`config.mk`:
```
export PLATFORM = sky130hd
export DESIGN_NAME = ghw_phase_ram
export DESIGN_NICKNAME = d
export VERILOG_FILES = /design/src/rtl/core/ghw_pkg.sv /design/src/rtl/core/ghw_phase_ram.sv
export SDC_FILE = /design/constraint.sdc
export NUM_CORES = 2
export LEC_CHECK = 0
export BUFFER_PORTS_ARGS = -buffer_cell sky130_fd_sc_hd__buf_2
export CORE_MARGIN = 4
export CORE_UTILIZATION = 40
export DETAILED_ROUTE_END_ITERATION = 10
export GPL_ROUTABILITY_DRIVEN = 0
export GPL_TIMING_DRIVEN = 1
export SETUP_SLACK_MARGIN = 0.3
export SYNTH_ARGS = -nofsm -noshare
export SYNTH_HDL_FRONTEND = slang
export SYNTH_MEMORY_MAX_BITS = 65536
export SYNTH_SLANG_ARGS = --single-unit
```
`constraint.sdc`:
```
create_clock -name clk -period 5.43 [get_ports clk]
set_clock_uncertainty 0.1 [all_clocks]
set_input_delay 0.2715 -clock clk [delete_from_list [all_inputs] [get_ports clk]]
set_output_delay 0.2715 -clock clk [all_outputs]
set_load 0.02 [all_outputs]
```
`src/rtl/core/ghw_pkg.sv`:
```
// Shared types and constants for the per-glyph hue wave color block.
package ghw_pkg;

	localparam int PHASE_W = 17;
	localparam logic [16:0] PHASE_ONE = 17'h10000;

	// HSV scaling: channel = round(V * (DEN - S * x) / DEN), DEN = 255 * 65536
	localparam logic [23:0] HSV_DEN = 24'd16711680;
	localparam logic [31:0] HSV_HALF = 32'd8355840;
	// ceil(2^24 / 255), exact for quotients of 16-bit dividends
	localparam logic [16:0] RECIP_255 = 17'd65794;
	// ceil(2^24 / 10), exact for dividends below 2^22
	localparam logic [20:0] RECIP_10 = 21'd1677722;
	localparam logic [20:0] DT_ROUND = 21'd5;

	// Configuration register indexes
	localparam logic [1:0] CFG_GLYPH_COUNT = 2'd0;
	localparam logic [1:0] CFG_PHASE_SPACING = 2'd1;
	localparam logic [1:0] CFG_SATURATION = 2'd2;
	localparam logic [1:0] CFG_BRIGHTNESS = 2'd3;

	localparam logic FUNC_SEED = 1'b0;
	localparam logic FUNC_APPLY = 1'b1;

	typedef struct packed {
		logic        func;
		logic [7:0]  glyph_index;
		logic [19:0] delta_time;
	} item_t;

	typedef struct packed {
		logic [7:0] red;
		logic [7:0] green;
		logic [7:0] blue;
		logic       index_error;
	} result_t;

	// Hue sectors of 60 degrees each
	typedef enum logic [2:0] {
		HUE_RY = 3'd0,
		HUE_YG = 3'd1,
		HUE_GC = 3'd2,
		HUE_CB = 3'd3,
		HUE_BM = 3'd4,
		HUE_MR = 3'd5
	} hue_sector_t;

	typedef enum logic [2:0] {
		ST_IDLE,
		ST_LOOKUP,
		ST_MIX,
		ST_SCALE,
		ST_DIVIDE
	} ghw_state_t;

	// Control strobes from the sequencer
	typedef struct packed {
		logic busy;
		logic accept_ok;
		logic load_s2;
		logic phase_wr;
		logic result_ld;
	} ghw_ctrl_t;

endpackage

```
`src/rtl/core/ghw_phase_ram.sv`:
```
// Per-glyph phase memory: one write port, one registered read port.
module ghw_phase_ram #(
	parameter int DEPTH = 256,
	parameter int AW = 8
) (
	input  logic                          clk,
	input  logic                          wr_en,
	input  logic [AW-1:0]                 wr_addr,
	input  logic [ghw_pkg::PHASE_W-1:0]   wr_data,
	input  logic                          rd_en,
	input  logic [AW-1:0]                 rd_addr,
	output logic [ghw_pkg::PHASE_W-1:0]   rd_data
);

	logic [ghw_pkg::PHASE_W-1:0] mem [DEPTH];

	always_ff @(posedge clk) begin
		if (wr_en) begin
			mem[wr_addr] <= wr_data;
		end
	end

	always_ff @(posedge clk) begin
		if (rd_en) begin
			rd_data <= mem[rd_addr];
		end
	end

endmodule

```
======== Word level (Yosys, flattened, before mapping) ========
Memory sizes are Yosys's and may differ from the RTL's. A register that Yosys moved wholly into a read port is not among the register bits.
Cells that the tools add are included.
word-level totals
  memories ................................ 1
  word-level logic and storage cells ...... 3
  input bits .............................. 36
  register bits ........................... 0
  output and inout port bits .............. 17
  memory bits (writable) .................. 4352
memory list
  name  words  width  rd ports  clocked after memory_dff  wr ports  RTL line             text
  mem   256    17     1         1                         1         ghw_phase_ram.sv:15  logic [ghw_pkg::PHASE_W-1:0] mem [DEPTH];
operators by class
  multiplexer cells ....................... 2
operator list
  operator           count
  1-bit two-way mux  2

======== Longest topological paths before layout ========
  depth after elaboration ................. 2
  depth in mapped cells ................... 13
  gate-level depth less buffers ........... 7

======== Least setup slack after synthesis ========
No wires, ideal clock.
  kind .................................... in2reg
  start point ............................. input port rd_addr[0]
  end point ............................... register rd_data[13] in the netlist's numbering, read port of mem, data pin
  required time ........................... 5.074 ns
  stages on the path ...................... 9
  path slack .............................. 2.750 ns
  buffers on the path ..................... 4
  arrival time ............................ 2.324 ns
  path through ............................ buf_6 > buf_12 > buf_12 > buf_2 > mux4_2 > mux4_2 > a22oi_1 > nand3_1 > and4_1
RTL lines
  element      RTL line             text
  from (decl)  ghw_phase_ram.sv:11  input logic [AW-1:0] rd_addr,
  to (decl)    ghw_phase_ram.sv:12  output logic [ghw_pkg::PHASE_W-1:0] rd_data

==> impl_metrics.env <==
export IMPL_finalCritPeriodShare=0.685
export IMPL_synth_cells=7797
export IMPL_synth_edf_count=4369
export IMPL_period_minus_slack_ns=3.72
export IMPL_h_tree_depth=5
export IMPL_tightest_slew_ns=1.46
export IMPL_wire_per_inst_um=33.0
export IMPL_worstPathMaxFanout=37
export IMPL_worstSetupPathType="input pin to flop"
export IMPL_crit_buf_inv=4
export IMPL_clock_fmax_mhz=269
export IMPL_synth_area_leaders="edfxtp_1 (77%), mux4_2 (12%), mux2i_1 (3.0%)"
export IMPL_clkTransAtPathRegs_ns=0.06
export IMPL_grt_max_degree=177
export IMPL_hold_class="input pin to flop"
export IMPL_p_leak_nw=60.2
export IMPL_yosysWarnings=0
export IMPL_cp_end_kind="flop"
export IMPL_avgSynthCellArea_um2=21.8
export IMPL_globalRouteTotalUtil=0.214
export IMPL_max_cap_violations=0
export IMPL_synth_top_area_frac=0.772
export IMPL_crit_chain="buf_8, nand2b_4, buf_12, buf_12, o22ai_1, o22ai_1, nor3_1, nand4_1, nor4_1, buf_4, and3_1"
export IMPL_first_global_vias=83500
export IMPL_synth_seq_cells=4369
export IMPL_nFillCells=35200
export IMPL_grt_pass1_wl_mm=662
export IMPL_port_buffers=52
export IMPL_ioPinCount=53
export IMPL_finalHoldViolCount=0
export IMPL_ys_types=73
export IMPL_critical_path_depth=11
export IMPL_arrival_ns=4.45
export IMPL_status="finished clean"
export IMPL_cts_root_buf="clkbuf_16"
export IMPL_ir_drop_mv=0.250
export IMPL_synthArstFlopShare=0
export IMPL_initial_core_util=0.401
export IMPL_numClockSinks=4369
export IMPL_power_density_mw_per_mm2=362
export IMPL_worstSkewPairLatency_ns=1.00
export IMPL_dp_cells=13500
export IMPL_cp_top_family="simple AND/OR/NAND/NOR gates"
export IMPL_grt_setup_unrepaired="no"
export IMPL_tritoncts="done"
export IMPL_critical_path_max_stage_delay_ns=0.89
export IMPL_netlist_area_mm2=0.170
export IMPL_fin_nets=8306
export IMPL_max_slew_margin_rel=0.0291
export IMPL_cts_path_max_buffers=4
export IMPL_antenna_found_initial=37
export IMPL_r2r_cells=6
export IMPL_avgViaCountPerCell=5.89
export IMPL_yosys_area_top_type="edfxtp_1"
export IMPL_dpl_hpwl_mm=283
export IMPL_cp_slowest_cell="nor4_1"
export IMPL_die_area_mm2=0.435
export IMPL_slew_viol_final=0
export IMPL_rows=239
export IMPL_core_area_mm2=0.423
export IMPL_antenna_left=0
export IMPL_drcViolationCount=0
export IMPL_setup_violations=0
export IMPL_start_kind="input pin"
export IMPL_syn_nets=7833
export IMPL_worstPathRequired_ns=6.16
export IMPL_ys_flop_type="edfxtp_1"
export IMPL_fin_setup_tns_ns=0
export IMPL_yosys_top_cells_count="edfxtp_1 (4369), mux4_2 (897), mux2i_1 (509), nor2_1 (333), nand2_1 (216)"
export IMPL_ff_latch_area_mm2=0.131
export IMPL_ys_seq_area_frac=0.772
export IMPL_die_height_um=660
export IMPL_final_cells=14300
export IMPL_multi_input_area_mm2=0.0357
export IMPL_wl_mm=472
export IMPL_drive_gt1_frac=0.258
export IMPL_die_x_um=660
export IMPL_yosysMostFrequentCell="edfxtp_1"
export IMPL_vias=84400
export IMPL_dr_pass1_iters=6
export IMPL_drt_iter0_drc=11700
export IMPL_overflow=0
export IMPL_p_total_mw=69.6
export IMPL_hold_path_depth=4
export IMPL_cts_inserted_buffers=421
export IMPL_area_growth_pct=13.1
==> path summary, 6_finish.rpt <==
| path | startpoint | to | slack, ns |
|---|---|---|---|
| max | rd_addr[1] | rd_data[9] | 1.71 |
| max reg2reg | mem[23][14] | rd_data[14] | 1.80 |
| min reg2reg | mem[46][13] | rd_data[13] | 1.06 |
| min | wr_addr[1] | mem[59][1] | 0.12 |
==> sequential cells by signal (all words and copies together), names as in the netlist <==
name     cells
rd_data     17
mem       4352
==> report_power, final <==
part | switching [mW] | internal [mW]
registers | 0.0542 | 37.2
logic | 2.43 | 1.18
clock network | 12.6 | 16.1
==> placed cells by master, fill, tap and decap left out, types with 37 or more instances in the layout <==
cell type / n
clkbuf_1: 73
nor3_1: 108
o21ai_0: 41
buf_12: 54
mux4_2: 897
o221ai_1: 134
o22ai_1: 186
diode_2: 41
clkinv_2: 85
nand3_1: 56
nand2_1: 214
clkinv_1: 106
clkbuf_16: 424
mux2i_1: 509
nor2_2: 174
bufinv_16: 37
edfxtp_1: 4369
mux4_1: 46
a21oi_1: 108
nor2_1: 148
buf_4: 393
==> cell families after synthesis <==
group / Yosys count / synth area share
compound gates: 649 / 0.0270
flops: 4369 / 0.772
buf+inv: 471 / 0.0214
simple gates: 836 / 0.0219
mux: 1472 / 0.157
==> final cells by class <==
type,instances,share of cell area
Multi-Input combinational cell,2957,0.186
Clock inverter,272,0.0133
Inverter,5,0.000169
Clock buffer,497,0.0566
Tap cell,5663,0.0369
Timing Repair Buffer,516,0.0243
Antenna cell,41,0.000534
Sequential cell,4369,0.683
==> per-stage QoR <==
step	utilization	hold slack (ns)	instance area (µm²)	worst slack, ns
finish	0.454	0.118	192000	1.71
global route	0.454	0.0860	192000	1.88
CTS	0.454	0.0319	192000	1.91
detailed placement	0.421	0.588	178000	0.875
global placement	0.421	0.574	178000	0.789
floorplan	-	0.270	170000	2.75
==> repair_timing <==
action / 4_1_cts / 5_1_grt
endpoints found under the hold margin: 1641 / 0
gates resized for setup: 0 / 0
hold buffers: 19 / 0
setup buffers: 0 / 0
==> per-layer routing <==
layer	part of all wire	global-route usage	up-vias
met4	0.038	0.0734	18
met2	0.47	0.337	4438
met5	0.00024	0	-
met3	0.093	0.0437	794
met1	0.39	0.297	45200
li1	-	-	34000
==> worst register-to-register path, cell delays in order, from the launching register on <==
cell and delay (ns):
edfxtp_1 0.36, mux4_2 0.50, mux4_2 0.53, a22oi_1 0.74
nand2_1 0.19, nor3_1 0.76, a311oi_1 0.12
Power figures use the tool's default switching activity.
