**src/rtl/core/ghw_pkg.sv**
```systemverilog
// Shared types and constants for the per-glyph hue wave color block.
package ghw_pkg;

	localparam int PHASE_W = 17;
	localparam logic [16:0] PHASE_ONE = 17'h10000;

	// HSV scaling: channel = round(V * (DEN - S * x) / DEN), DEN = 255 * 65536
	localparam logic [23:0] HSV_DEN = 24'd16711680;
	localparam logic [31:0] HSV_HALF = 32'd8355840;
	// ceil(2^24 / 255), exact for quotients of 16-bit dividends
	localparam logic [16:0] RECIP_255 = 17'd65794;
	// ceil(2^24 / 10), exact for dividends below 2^22
	localparam logic [20:0] RECIP_10 = 21'd1677722;
	localparam logic [20:0] DT_ROUND = 21'd5;

	// Configuration register indexes
	localparam logic [1:0] CFG_GLYPH_COUNT = 2'd0;
	localparam logic [1:0] CFG_PHASE_SPACING = 2'd1;
	localparam logic [1:0] CFG_SATURATION = 2'd2;
	localparam logic [1:0] CFG_BRIGHTNESS = 2'd3;

	localparam logic FUNC_SEED = 1'b0;
	localparam logic FUNC_APPLY = 1'b1;

	typedef struct packed {
		logic        func;
		logic [7:0]  glyph_index;
		logic [19:0] delta_time;
	} item_t;

	typedef struct packed {
		logic [7:0] red;
		logic [7:0] green;
		logic [7:0] blue;
		logic       index_error;
	} result_t;

	// Hue sectors of 60 degrees each
	typedef enum logic [2:0] {
		HUE_RY = 3'd0,
		HUE_YG = 3'd1,
		HUE_GC = 3'd2,
		HUE_CB = 3'd3,
		HUE_BM = 3'd4,
		HUE_MR = 3'd5
	} hue_sector_t;

	typedef enum logic [2:0] {
		ST_IDLE,
		ST_LOOKUP,
		ST_MIX,
		ST_SCALE,
		ST_DIVIDE
	} ghw_state_t;

	// Control strobes from the sequencer
	typedef struct packed {
		logic busy;
		logic accept_ok;
		logic load_s2;
		logic phase_wr;
		logic result_ld;
	} ghw_ctrl_t;

endpackage

```
**src/rtl/core/ghw_ctrl.sv**
```systemverilog
// Item sequencer: lookup, mix, scale and divide steps of one transaction.
module ghw_ctrl (
	input  logic                clk,
	input  logic                arst_n,
	input  logic                start,
	output ghw_pkg::ghw_ctrl_t  ctrl
);

	ghw_pkg::ghw_state_t state_q, state_nxt;

	always_ff @(posedge clk or negedge arst_n) begin
		if (!arst_n) begin
			state_q <= ghw_pkg::ST_IDLE;
		end else begin
			state_q <= state_nxt;
		end
	end

	always_comb begin
		state_nxt = state_q;
		unique case (state_q)
			ghw_pkg::ST_IDLE: begin
				if (start) state_nxt = ghw_pkg::ST_LOOKUP;
			end
			ghw_pkg::ST_LOOKUP: state_nxt = ghw_pkg::ST_MIX;
			ghw_pkg::ST_MIX:    state_nxt = ghw_pkg::ST_SCALE;
			ghw_pkg::ST_SCALE:  state_nxt = ghw_pkg::ST_DIVIDE;
			ghw_pkg::ST_DIVIDE: begin
				state_nxt = start ? ghw_pkg::ST_LOOKUP : ghw_pkg::ST_IDLE;
			end
			default: state_nxt = ghw_pkg::ST_IDLE;
		endcase
	end

	always_comb begin
		ctrl = '0;
		unique case (state_q)
			ghw_pkg::ST_IDLE: begin
				ctrl.accept_ok = 1'b1;
			end
			ghw_pkg::ST_LOOKUP: begin
				ctrl.busy = 1'b1;
				ctrl.load_s2 = 1'b1;
			end
			ghw_pkg::ST_MIX: begin
				ctrl.busy = 1'b1;
				ctrl.phase_wr = 1'b1;
			end
			ghw_pkg::ST_SCALE: begin
				ctrl.busy = 1'b1;
			end
			ghw_pkg::ST_DIVIDE: begin
				ctrl.accept_ok = 1'b1;
				ctrl.result_ld = 1'b1;
			end
			default: ctrl = '0;
		endcase
	end

endmodule

```
**config.mk**
```make
export PLATFORM = sky130hd
export DESIGN_NAME = ghw_ctrl
export DESIGN_NICKNAME = d
export VERILOG_FILES = /design/src/rtl/core/ghw_pkg.sv /design/src/rtl/core/ghw_ctrl.sv
export SDC_FILE = /design/constraint.sdc
export NUM_CORES = 1
export LEC_CHECK = 0
export BUFFER_PORTS_ARGS = -buffer_cell sky130_fd_sc_hd__buf_2
export CAP_MARGIN = 20
export CELL_PAD_IN_SITES_DETAIL_PLACEMENT = 0
export CELL_PAD_IN_SITES_GLOBAL_PLACEMENT = 1
export CORE_AREA = 2 2 39 41
export CTS_CLUSTER_SIZE = 20
export DETAILED_ROUTE_END_ITERATION = 8
export DIE_AREA = 0 0 41 43
export PLACE_DENSITY = 0.39
export SYNTH_ARGS = -nofsm -noshare
export SYNTH_HDL_FRONTEND = slang
export SYNTH_SLANG_ARGS = --single-unit
```
**constraint.sdc**
```tcl
create_clock -name clk -period 0.8 [get_ports clk]
set_input_delay 0.08 -clock clk [delete_from_list [all_inputs] [get_ports clk]]
set_output_delay 0.08 -clock clk [all_outputs]
set_load 0.005 [all_outputs]
```
# Word-level counts from Yosys, hierarchy flattened
# Index checks and enable logic that the tools add are counted.
[totals] reg_bits=3 input_bits=3
[op_classes] n_eq_ne=5 muxes=8 reduce_logical=3
[ops] op="one-hot mux 3 bit (5 select lines)" n=1
[ops] op="== test 3 x 2 -> 1 bit (second input constant)" n=2
[ops] op="two-way mux 1 bit" n=6
[ops] op="== test 3 x 1 -> 1 bit (second input constant)" n=1
[ops] op="== test 3 bit (second input constant)" n=1
[ops] op="logical NOT 3 bit" n=1
[ops] op="two-way mux 3 bit" n=1
[ops] op="OR reduction 3 bit" n=1
[ops] op="inequality test 2 bit (second input constant)" n=1
[ops] op="OR reduction 2 bit" n=1

# Logic depth before layout (Yosys ltp)
[logic_depth] ltp_word=3 ltp_mapped=2 depth_no_buf=2

# Least setup slack after synthesis
# Ideal clock, no wire load.
[synth_timing] path_type="register to output" start="register state_q[1]" end="output port ctrl[0] (netlist bit)" arrival_ns=0.739 t_required_ns=0.720 slack_ns=-0.019 path_stages_with_launch=3 path_buffers=0 path_cell_list="dfrtp_1 -> nor2_1 -> and2_1"
[synth_rtl] item="start, declared" line="ghw_ctrl.sv:9" text="ghw_pkg::ghw_state_t state_q, state_nxt;"
[synth_rtl] item="start signal, assigned" line="ghw_ctrl.sv:13" text="state_q <= ghw_pkg::ST_IDLE;"
[synth_rtl] item="start signal, assigned" line="ghw_ctrl.sv:15" text="state_q <= state_nxt;"
[synth_rtl] item="end, declared" line="ghw_ctrl.sv:6" text="output ghw_pkg::ghw_ctrl_t ctrl"

==> run summary <==
status - finished, violations left
failing checks - setup timing
die height - 43 um
PwrDens - 4400 nW/um2
Max Used Layer - met3
maximum fanout along the worst path - 4
DIE WIDTH - 41 um
sequential share of the synthesized area - 55.6%
top post-synthesis cells by area - dfrtp_1 (56%), nor2_1 (14%), nand2b_1 (9.3%)
CTS sink count - 3
gr usage total - 4.73%
buffers and inverters on the worst path - 1
WL met2 - 158 um
DR iter-0 viols - 3
metal3 WL - 37 um
min cycle time layout - 1.10 ns
crit end category - output pin
largest registers - state_q (3)
largest net degree at the start of global routing - 6
DRC - 0
antenna violations before repair - 0
clock skew - 0.000279 ns
Worst-Skew Late Latency - 0.23 ns
Netlist Area Pre-Place - 135 um2
average size of a mapped cell - 9.01 um2
Pleak - 0.146 nW
Critical Path RT - 0.72 ns
Crit Path Category - flip-flop to output pin
layout cells sized above 1 - 71.9%
CTS tree - done
number of hold violations in the final report - 0
Num CTS Buffers - 3
core area - 1380 um2
Die ar. - 1760 um2
vias per cell - 3.31
wire length per cell - 7.46 um
GPL Wtd Cong - 0.593
Starting Density - 9.76%
Synth area leader - dfrtp_1
vias in the first global route - 134
worst slack, placed - -0.103 ns
PortBufs - 7
RSZ-0062 raised after global routing - true
f_max - 911 MHz
max reg flops - 3
Worst-path clk slew - 0.04 ns
cell count after synthesis - 15
final setup vio count - 7
Slew @ Worst Pin - 0.139 ns
nets@finish - 36
number of detailed-route iterations in the first pass - 2
Warnings, synthesis - 0
flops & latches, synth - 3
Worst Hold Class - input port to flip-flop
n_diodes - 0
detailed-route via count - 159
Final period util - 137%
final worst slack - -0.298 ns
Top reg by flops - state_q
Max VDD drop - 0.00126 V
Clock Tree Root - clkbuf_4
max-cap violations - 0
Routed met1 length - 162 um
Mapped Nets - 18
Post-DRT Antenna Nets - 0
CP Launch Type - flip-flop
first-pass GRT wire length - 483 um
Slew Viols, Final - 0
Routed WL - 358 um
crit path DAT - 1.02 ns
Ports - 8
gr ovfl total - 0
delay-heaviest family, CP - flip-flops
Crit-path slowest cell - dfrtp_2
Rel. slew slack - 90.7%
post-synthesis cell type count - 8
CTS H-Tree Depth - 1
power after layout - 0.00133 W
Cell Chain, Critical Path - nor2_4 > and2_1 > buf_2
top cell type's share of synthesized area - 55.6%
area delta synth->final - 124%
Max stage delay on crit path - 0.44 ns
Clock Path Buffers - 2
Rows - 14
path summary, 6_finish.rpt:
check	endpoint	slack [ns]	from	depth (start not counted)
min in group asynchronous	state_q[0]$_DFFE_PN0P_	0.17	arst_n	2
max	ctrl[0]	-0.30	state_q[0]$_DFFE_PN0P_	3
max reg2reg	state_q[1]$_DFFE_PN0P_	-0.08	state_q[1]$_DFFE_PN0P_	3
max in group asynchronous	state_q[1]$_DFFE_PN0P_	0.51	arst_n	2
min	state_q[0]$_DFFE_PN0P_	0.11	start	3
min reg2reg	state_q[1]$_DFFE_PN0P_	0.46	state_q[2]$_DFFE_PN0P_	1
cell families after synthesis:
group,Yosys count,share of synthesized area (%)
buffers and inverters,1,2.78
and+or+nand+nor,9,31.5
DFF,3,55.6
xor gates and xnor gates,1,6.48
AOI/OAI and AO/OA,1,3.70
layout make-up:
type | count | area, um2
fillers | 147 | 1080
repair buffers | 13 | 93.8
multi-input cells | 11 | 81.3
flip-flops and latches | 3 | 77.6
clock buffers | 4 | 26.3
well taps | 16 | 20.0
inverters | 1 | 3.75
power breakdown:
group          internal, W  total (W)  switching, W
logic             0.000443   0.000721      0.000278
registers         0.000235   0.000348      0.000113
clock network     0.000187   0.000261     0.0000748
metrics by stage:
stage,utilization [%],cell area (um2),setup TNS (ns),std cells,hold slack [ns]
after global placement,14.5,200,-0.214,39,-0.126
final,21.9,303,-1.39,48,0.115
after global routing,21.9,303,-1.81,48,0.131
after detailed placement,14.5,200,-0.320,39,-0.122
after floorplan,-,138,0,15,-0.216
after CTS,19.8,274,-1.43,48,0.107
timing repair:
item | in CTS | in global routing
pin swaps | 4 | 3
setup endpoints to repair | 7 | 8
gates resized for setup | 2 | 9
endpoints found under the hold margin | 3 | 0
buffers inserted | 4 | 0
hold buffers | 1 | 0
routing by layer:
metal	track usage, %	vias to the layer above
met1	4.53	70
met5	0	-
li1	-	81
met3	3.14	0
met2	5.63	8
met4	6.00	0
cells in the final DEF, fill, tap and decap left out:
cell type	count
a21oi_1	1
and2_1	1
buf_2	7
buf_4	2
buf_6	3
clkbuf_1	1
clkbuf_4	3
dfrtp_1	1
dfrtp_2	2
dlygate4sd3_1	1
inv_2	1
nand2b_1	2
nor2_1	2
nor2_2	2
nor2_4	1
nor3_2	1
xnor2_2	1
Yosys cell counts (all sizes together):
cell type  number
inv             1
nand2b          2
a21oi           1
dfrtp           3
nor3            1
nor2            5
and2            1
xnor2           1
worst reg2reg max path: stages (launching register included):
cell and delay [ns]:
dfrtp_2 0.44, buf_6 0.13, xnor2_2 0.11, nor2_1 0.12
No activity file was read; power rests on OpenSTA's default activity.
