===== config.mk =====
export PLATFORM = sky130hd
export DESIGN_NAME = ghw_hsv_chan
export DESIGN_NICKNAME = d
export VERILOG_FILES = /design/src/rtl/core/ghw_pkg.sv /design/src/rtl/core/ghw_hsv_chan.sv
export SDC_FILE = /design/constraint.sdc
export NUM_CORES = 1
export LEC_CHECK = 0
export BUFFER_PORTS_ARGS = -buffer_cell sky130_fd_sc_hd__clkbuf_2
export CAP_MARGIN = 30
export CORE_MARGIN = 2
export CORE_UTILIZATION = 40
export CTS_BUF_LIST = sky130_fd_sc_hd__clkbuf_2 sky130_fd_sc_hd__clkbuf_4 sky130_fd_sc_hd__clkbuf_8
export CTS_CLUSTER_DIAMETER = 120
export DETAILED_ROUTE_END_ITERATION = 6
export GPL_TIMING_DRIVEN = 0
export PLACE_DENSITY = 0.55
export SYNTH_ARGS = -nofsm -noshare
export SYNTH_HDL_FRONTEND = slang
export SYNTH_SLANG_ARGS = --single-unit

===== constraint.sdc =====
create_clock -name clk -period 6.8 [get_ports clk]
set_input_delay 1.02 -clock clk [delete_from_list [all_inputs] [get_ports clk]]
set_output_delay 1.02 -clock clk [all_outputs]
set_load 0.005 [all_outputs]

===== src/rtl/core/ghw_pkg.sv =====
// Shared types and constants for the per-glyph hue wave color block.
package ghw_pkg;

	localparam int PHASE_W = 17;
	localparam logic [16:0] PHASE_ONE = 17'h10000;

	// HSV scaling: channel = round(V * (DEN - S * x) / DEN), DEN = 255 * 65536
	localparam logic [23:0] HSV_DEN = 24'd16711680;
	localparam logic [31:0] HSV_HALF = 32'd8355840;
	// ceil(2^24 / 255), exact for quotients of 16-bit dividends
	localparam logic [16:0] RECIP_255 = 17'd65794;
	// ceil(2^24 / 10), exact for dividends below 2^22
	localparam logic [20:0] RECIP_10 = 21'd1677722;
	localparam logic [20:0] DT_ROUND = 21'd5;

	// Configuration register indexes
	localparam logic [1:0] CFG_GLYPH_COUNT = 2'd0;
	localparam logic [1:0] CFG_PHASE_SPACING = 2'd1;
	localparam logic [1:0] CFG_SATURATION = 2'd2;
	localparam logic [1:0] CFG_BRIGHTNESS = 2'd3;

	localparam logic FUNC_SEED = 1'b0;
	localparam logic FUNC_APPLY = 1'b1;

	typedef struct packed {
		logic        func;
		logic [7:0]  glyph_index;
		logic [19:0] delta_time;
	} item_t;

	typedef struct packed {
		logic [7:0] red;
		logic [7:0] green;
		logic [7:0] blue;
		logic       index_error;
	} result_t;

	// Hue sectors of 60 degrees each
	typedef enum logic [2:0] {
		HUE_RY = 3'd0,
		HUE_YG = 3'd1,
		HUE_GC = 3'd2,
		HUE_CB = 3'd3,
		HUE_BM = 3'd4,
		HUE_MR = 3'd5
	} hue_sector_t;

	typedef enum logic [2:0] {
		ST_IDLE,
		ST_LOOKUP,
		ST_MIX,
		ST_SCALE,
		ST_DIVIDE
	} ghw_state_t;

	// Control strobes from the sequencer
	typedef struct packed {
		logic busy;
		logic accept_ok;
		logic load_s2;
		logic phase_wr;
		logic result_ld;
	} ghw_ctrl_t;

endpackage


===== src/rtl/core/ghw_hsv_chan.sv =====
// One HSV channel lane: V * (1 - S/255 * x/65536), rounded half up, registered at diff_s3 and quot_s4.
module ghw_hsv_chan (
	input  logic        clk,
	input  logic [16:0] x,
	input  logic [7:0]  sat,
	input  logic [7:0]  val,
	output logic [7:0]  chan
);

	logic [24:0] sx;
	logic [23:0] diff_s3;
	logic [31:0] num;
	logic [15:0] quot_s4;
	logic [32:0] recip_prod;

	// S * x, at most 255 * 65536, so DEN - S * x never underflows
	assign sx = {17'b0, sat} * {8'b0, x};

	always_ff @(posedge clk) begin
		diff_s3 <= ghw_pkg::HSV_DEN - sx[23:0];
	end

	// V * diff + DEN/2 stays below 2^32; dividing by 65536 is a shift
	assign num = ({24'b0, val} * {8'b0, diff_s3}) + ghw_pkg::HSV_HALF;

	always_ff @(posedge clk) begin
		quot_s4 <= num[31:16];
	end

	// divide by 255 through the reciprocal
	assign recip_prod = {17'b0, quot_s4} * {16'b0, ghw_pkg::RECIP_255};
	assign chan = recip_prod[31:24];

endmodule


* Yosys cells after proc, flatten, opt, wreduce, memory -nomap -nowiden
Index checks and enable logic that the tools add are counted.
W data, S select, Z words.
** Word-level totals
- Bits in registers :: 40
- Input port bits :: 34
- Logic and storage cells :: 7
** Cells by class
- $add $sub $neg :: 2
- Multiply operators :: 3
** Operators with widths (number)
- $add A32 B23 Y32 const B :: 1
- $mul A8 B24 Y32 :: 1
- $mul A16 B16 Y31 const B :: 1
- $mul A8 B17 Y24 :: 1
- $sub A24 B24 Y24 const A :: 1

* Depth between registers and ports, before layout
- Depth after elaboration :: 2
- Depth in mapped cells :: 20

* Worst setup path after synthesis
Ideal clock, no wire load.
- Path type :: in2reg
- From :: input sat[7]
- To :: register diff_s3[19]
- Arrival :: 5.099 ns
- Data required time :: 6.685 ns
- Setup slack :: 1.586 ns
- Stages on the path :: 16
- Cell sequence :: clkbuf_1 > nand2_1 > fa_1 > fa_1 > fa_1 > inv_1 > fa_1 > inv_1 > ha_1 > a21o_1 > a21o_1 > a21oi_1 > o221ai_1 > o21a_1 > a311o_1 > and2_1
** Between the ends
- Cells in the longest elaborated chain, start to end :: 2
** Ends and longest elaborated chain
- start, declared :: line ghw_hsv_chan.sv:5 : input logic [7:0] sat,
- $mul A8 B17 Y24 :: line ghw_hsv_chan.sv:17 : assign sx = {17'b0, sat} * {8'b0, x};
- $sub A24 B24 Y24 :: line ghw_hsv_chan.sv:20 : diff_s3 <= ghw_pkg::HSV_DEN - sx[23:0];
- end signal, assigned :: line ghw_hsv_chan.sv:20
- end, declared :: line ghw_hsv_chan.sv:11 : logic [23:0] diff_s3;
Every way passes these cells.

* Final worst setup path
- From :: input val[1]
- To :: register quot_s4[14]
** Between the ends
- Cells in the longest elaborated chain, start to end :: 2
** Ends and longest elaborated chain
- start, declared :: line ghw_hsv_chan.sv:6 : input logic [7:0] val,
- $mul A8 B24 Y32 :: line ghw_hsv_chan.sv:24 : assign num = ({24'b0, val} * {8'b0, diff_s3}) + ghw_pkg::HSV_HALF;
- $add A32 B23 Y32 :: line ghw_hsv_chan.sv:24
- net num[30] :: line ghw_hsv_chan.sv:12 : logic [31:0] num;
- end signal, assigned :: line ghw_hsv_chan.sv:27 : quot_s4 <= num[31:16];
- end, declared :: line ghw_hsv_chan.sv:13 : logic [15:0] quot_s4;
The timed path passes the listed nets, and every way through them passes these cells.

==> run_results.csv <==
group,metric,value,unit
status,status,"finished, final reports clean",
sta,hold_violations,0,
floorplanning,core,30600,um2
min_path,whs_endpoint,"quot_s4[15]",
cts,hold_buffers,0,
synthesis,syn_area,12400,um2
cts,cts_resized,0,
cts,root_buffer,"clkbuf_8",
synthesis,yosys_warnings,0,
worst_setup_path,cp-end-kind,"register",
route,drtIter0Drc,246,
placed_design,hpwlAfterDp,23.6,mm
cells_and_area,drive_gt1_share,3.63,%
placed_design,io_buffers,39,
cts,cts.clk_slew.worst_paths,90,ps
floorplanning,rows,64,
cts,h-tree-depth,2,
worst_setup_path,required,7020,ps
min_path,hold_start,"diff_s3[23]",
sta,skew,2.66,ps
cts,cts.sinks,40,
sta,tns,0,ps
route,wire_per_inst,14.4,um
floorplanning,pin_count,42,
synthesis,synth_top_flop_cell,"dfxtp_1",
global_routing,grt_start_max_net_pins,14,
global_routing,grt_pass1_vias,9480,
sta,drv_slew,0,
synthesis,synth_nets,1860,
worst_setup_path,reg2reg_setup_slack,1490,ps
floorplanning,start_util,40.7,%
worst_setup_path,r2r_start,"diff_s3[20]",
placed_design,routabilityCongestion,0.833,
worst_setup_path,start_kind,"primary input",
sta,setup_ws,847,ps
sta,slew_headroom,43.8,%
min_path,holdCritPathClass,"register to register",
synthesis,ys_async_sr_fraction,0,%
global_routing,overflow,0,
route,drc,0,
worst_setup_path,cp_slowest_stage_delay,540,ps
sta,fin_crit_sh,87.5,%
worst_setup_path,setup.worst_path.class,"primary input to register",
worst_setup_path,reg2reg_depth,18,
cells_and_area,synthToLayoutAreaGrowth,6.32,%
route,vias,8925,
floorplanning,dieHeight,180,um
synthesis,netlist_instances,1412,
worst_setup_path,critical_path.top_delay_family,"adder cells",
cts,clockBufferDepth,2,
worst_setup_path,timing.rr.end,"quot_s4[14]",
worst_setup_path,cpMaxStageDelayCell,"fa_1",
worst_setup_path,critPathMaxFanout,10,
floorplanning,dieArea,32500,um2
sta,max_clock_freq,168,MHz
synthesis,syn_avg_cell_area,8.81,um2
cells_and_area,fillCellCount,3157,
worst_setup_path,crit_top_cell,"fa_1",
synthesis,synth_cell_types,53,
synthesis,ys_ff_latch,40,
sta,worstMarginPinSlew,830,ps
cts,cts_tree,"done",
flow_run,drv_cap,0,
cells_and_area,nets,1906,
synthesis,ys_seq_area_share,6.43,%
route,via_per_inst,4.81,
global_routing,grt_pass1_wl,46.8,mm
global_routing,antenna_found_initial,0,
sta,post-route-min-period,5950,ps
worst_setup_path,crit_chain,"clkbuf_2 -> clkbuf_1 -> nand2_1 -> fa_1 -> inv_1 -> fa_1 -> fa_1 -> inv_1 -> fa_1 -> inv_1 -> ha_1 -> clkbuf_1 -> and4_1 -> nand2_1 -> nor4_1 -> o311ai_1 -> o21ai_1 -> a21oi_1 -> xnor2_1",
worst_setup_path,arrival,6170,ps
global_routing,gr-usage-all-layers,17.5,%
floorplanning,die_w,180,um
route,antenna_left,0,
route,drtPass1Iterations,5,
cts,clock_latency,320,ps
min_path,min_path_cells,4,
cts,post_cts_buffers,0,
cts,cts_buffers,5,
placed_design,post-place-ws,285,ps
sta,setup_viol,0,
sta,rsz0062_at_grt,"false",
synthesis,synth_edf_count,0,
route,wirelength,26.8,mm
worst_setup_path,crit_buf_inv,6,
cells_and_area,n_antenna_cell,0,
==> worst max-delay path by stage <==
stage / startpoint / endpoint / slack, ps / cells past startpoint
3_3_place_gp: val[2] / quot_s4[14] / 350 / 19
3_5_place_dp: val[1] / quot_s4[14] / 280 / 19
6_report: val[1] / quot_s4[14] / 850 / 19
4_1_cts: val[1] / quot_s4[14] / 630 / 19
5_1_grt: val[0] / quot_s4[14] / 470 / 19
2_1_floorplan: sat[7] / diff_s3[19] / 1590 / 16
==> metal layers <==
layer,up-vias,GRT usage [%],wire [um]
met4,0,3.32,376
met2,103,30.9,13100
met3,24,1.29,519
li1,4452,-,-
met1,4346,23.6,12800
met5,-,0,0
==> worst register-to-register path, delay by kind of cell (launching register included) <==
kind | cells | cell delay [ps]
adders and majority gates | 5 | 2310
and+or+nand+nor | 4 | 950
AOI/OAI and AO/OA | 3 | 790
buffers and inverters | 5 | 710
DFF | 1 | 310
xor gates and xnor gates | 1 | 120
==> kinds of logic after synthesis <==
group | after synthesis | share of synthesized area (%)
adder cells (fa/ha/maj) | 414 | 55.0
multiplexers | 3 | 0.241
buffers and inverters | 344 | 10.4
flip-flops | 40 | 6.43
AND/OR/NAND/NOR | 442 | 18.1
XOR/XNOR | 39 | 2.74
AO/OA/AOI/OAI | 130 | 7.11
==> state kept, by name, indices dropped and copies added (netlist names) <==
signal,count
diff_s3,24
quot_s4,16
==> cell usage after synthesis (3+ instances only) <==
library cell / number / area [um2]
inv_1: 313 / 1170
fa_1: 221 / 4420
ha_1: 193 / 2410
nand2_1: 185 / 694
and2_1: 178 / 1110
dfxtp_1: 40 / 801
a21oi_1: 39 / 195
clkbuf_1: 31 / 116
a21o_1: 25 / 188
xnor2_1: 23 / 201
nor2_1: 21 / 78.8
xor2_1: 16 / 140
o21ai_0: 14 / 70.1
nand4_1: 12 / 75.1
nor3_1: 8 / 40.0
and3_1: 7 / 43.8
nand3_1: 6 / 30.0
nor2b_1: 6 / 37.5
o21ai_1: 6 / 30.0
a31oi_1: 5 / 31.3
a211oi_1: 4 / 30.0
o21bai_1: 4 / 30.0
and4_1: 3 / 26.3
mux2i_1: 3 / 30.0
nand2b_1: 3 / 18.8
nand3b_1: 3 / 22.5
nor3b_1: 3 / 22.5
o211ai_1: 3 / 22.5
or3_1: 3 / 18.8
==> cell usage in the layout (no fill, tap or decap), types with 7 or more instances in the layout <==
| cell type | Yosys | routed |
|---|---|---|
| clkbuf_2 | 0 | 39 |
| nor3_1 | 8 | 8 |
| nand2_1 | 185 | 185 |
| fa_1 | 221 | 221 |
| a21o_1 | 25 | 25 |
| o21ai_0 | 14 | 14 |
| a21oi_1 | 39 | 39 |
| dfxtp_1 | 40 | 40 |
| nor2_1 | 21 | 21 |
| and3_1 | 7 | 7 |
| xnor2_1 | 23 | 23 |
| and2_1 | 178 | 178 |
| nand4_1 | 12 | 12 |
| clkbuf_1 | 31 | 31 |
| inv_1 | 313 | 313 |
| ha_1 | 193 | 193 |
| xor2_1 | 16 | 16 |
==> stage by stage <==
step           instances  hold WS (ps)  util, %  area (um2)
3_3_place_gp        1847          1100     42.9       13100
4_1_cts             1855          1100     43.3       13200
5_1_grt             1855          1130     43.3       13200
2_1_floorplan       1412           921        -       12400
3_5_place_dp        1847          1080     42.9       13100
6_report            1855          1090     43.3       13200
==> layout make-up <==
type | count | area (um2) | area share, %
clock inverter | 2 | 13.8 | 0.104
inverter | 313 | 1170 | 8.88
timing repair buffer | 39 | 195 | 1.48
buffer | 31 | 116 | 0.879
multi-input combinational | 1028 | 10400 | 78.2
tap | 396 | 495 | 3.74
sequential | 40 | 801 | 6.05
clock buffer | 6 | 82.6 | 0.624
Power is not shown: default switching activity piles up to over one toggle a cycle in this logic, so the estimate is an artifact.
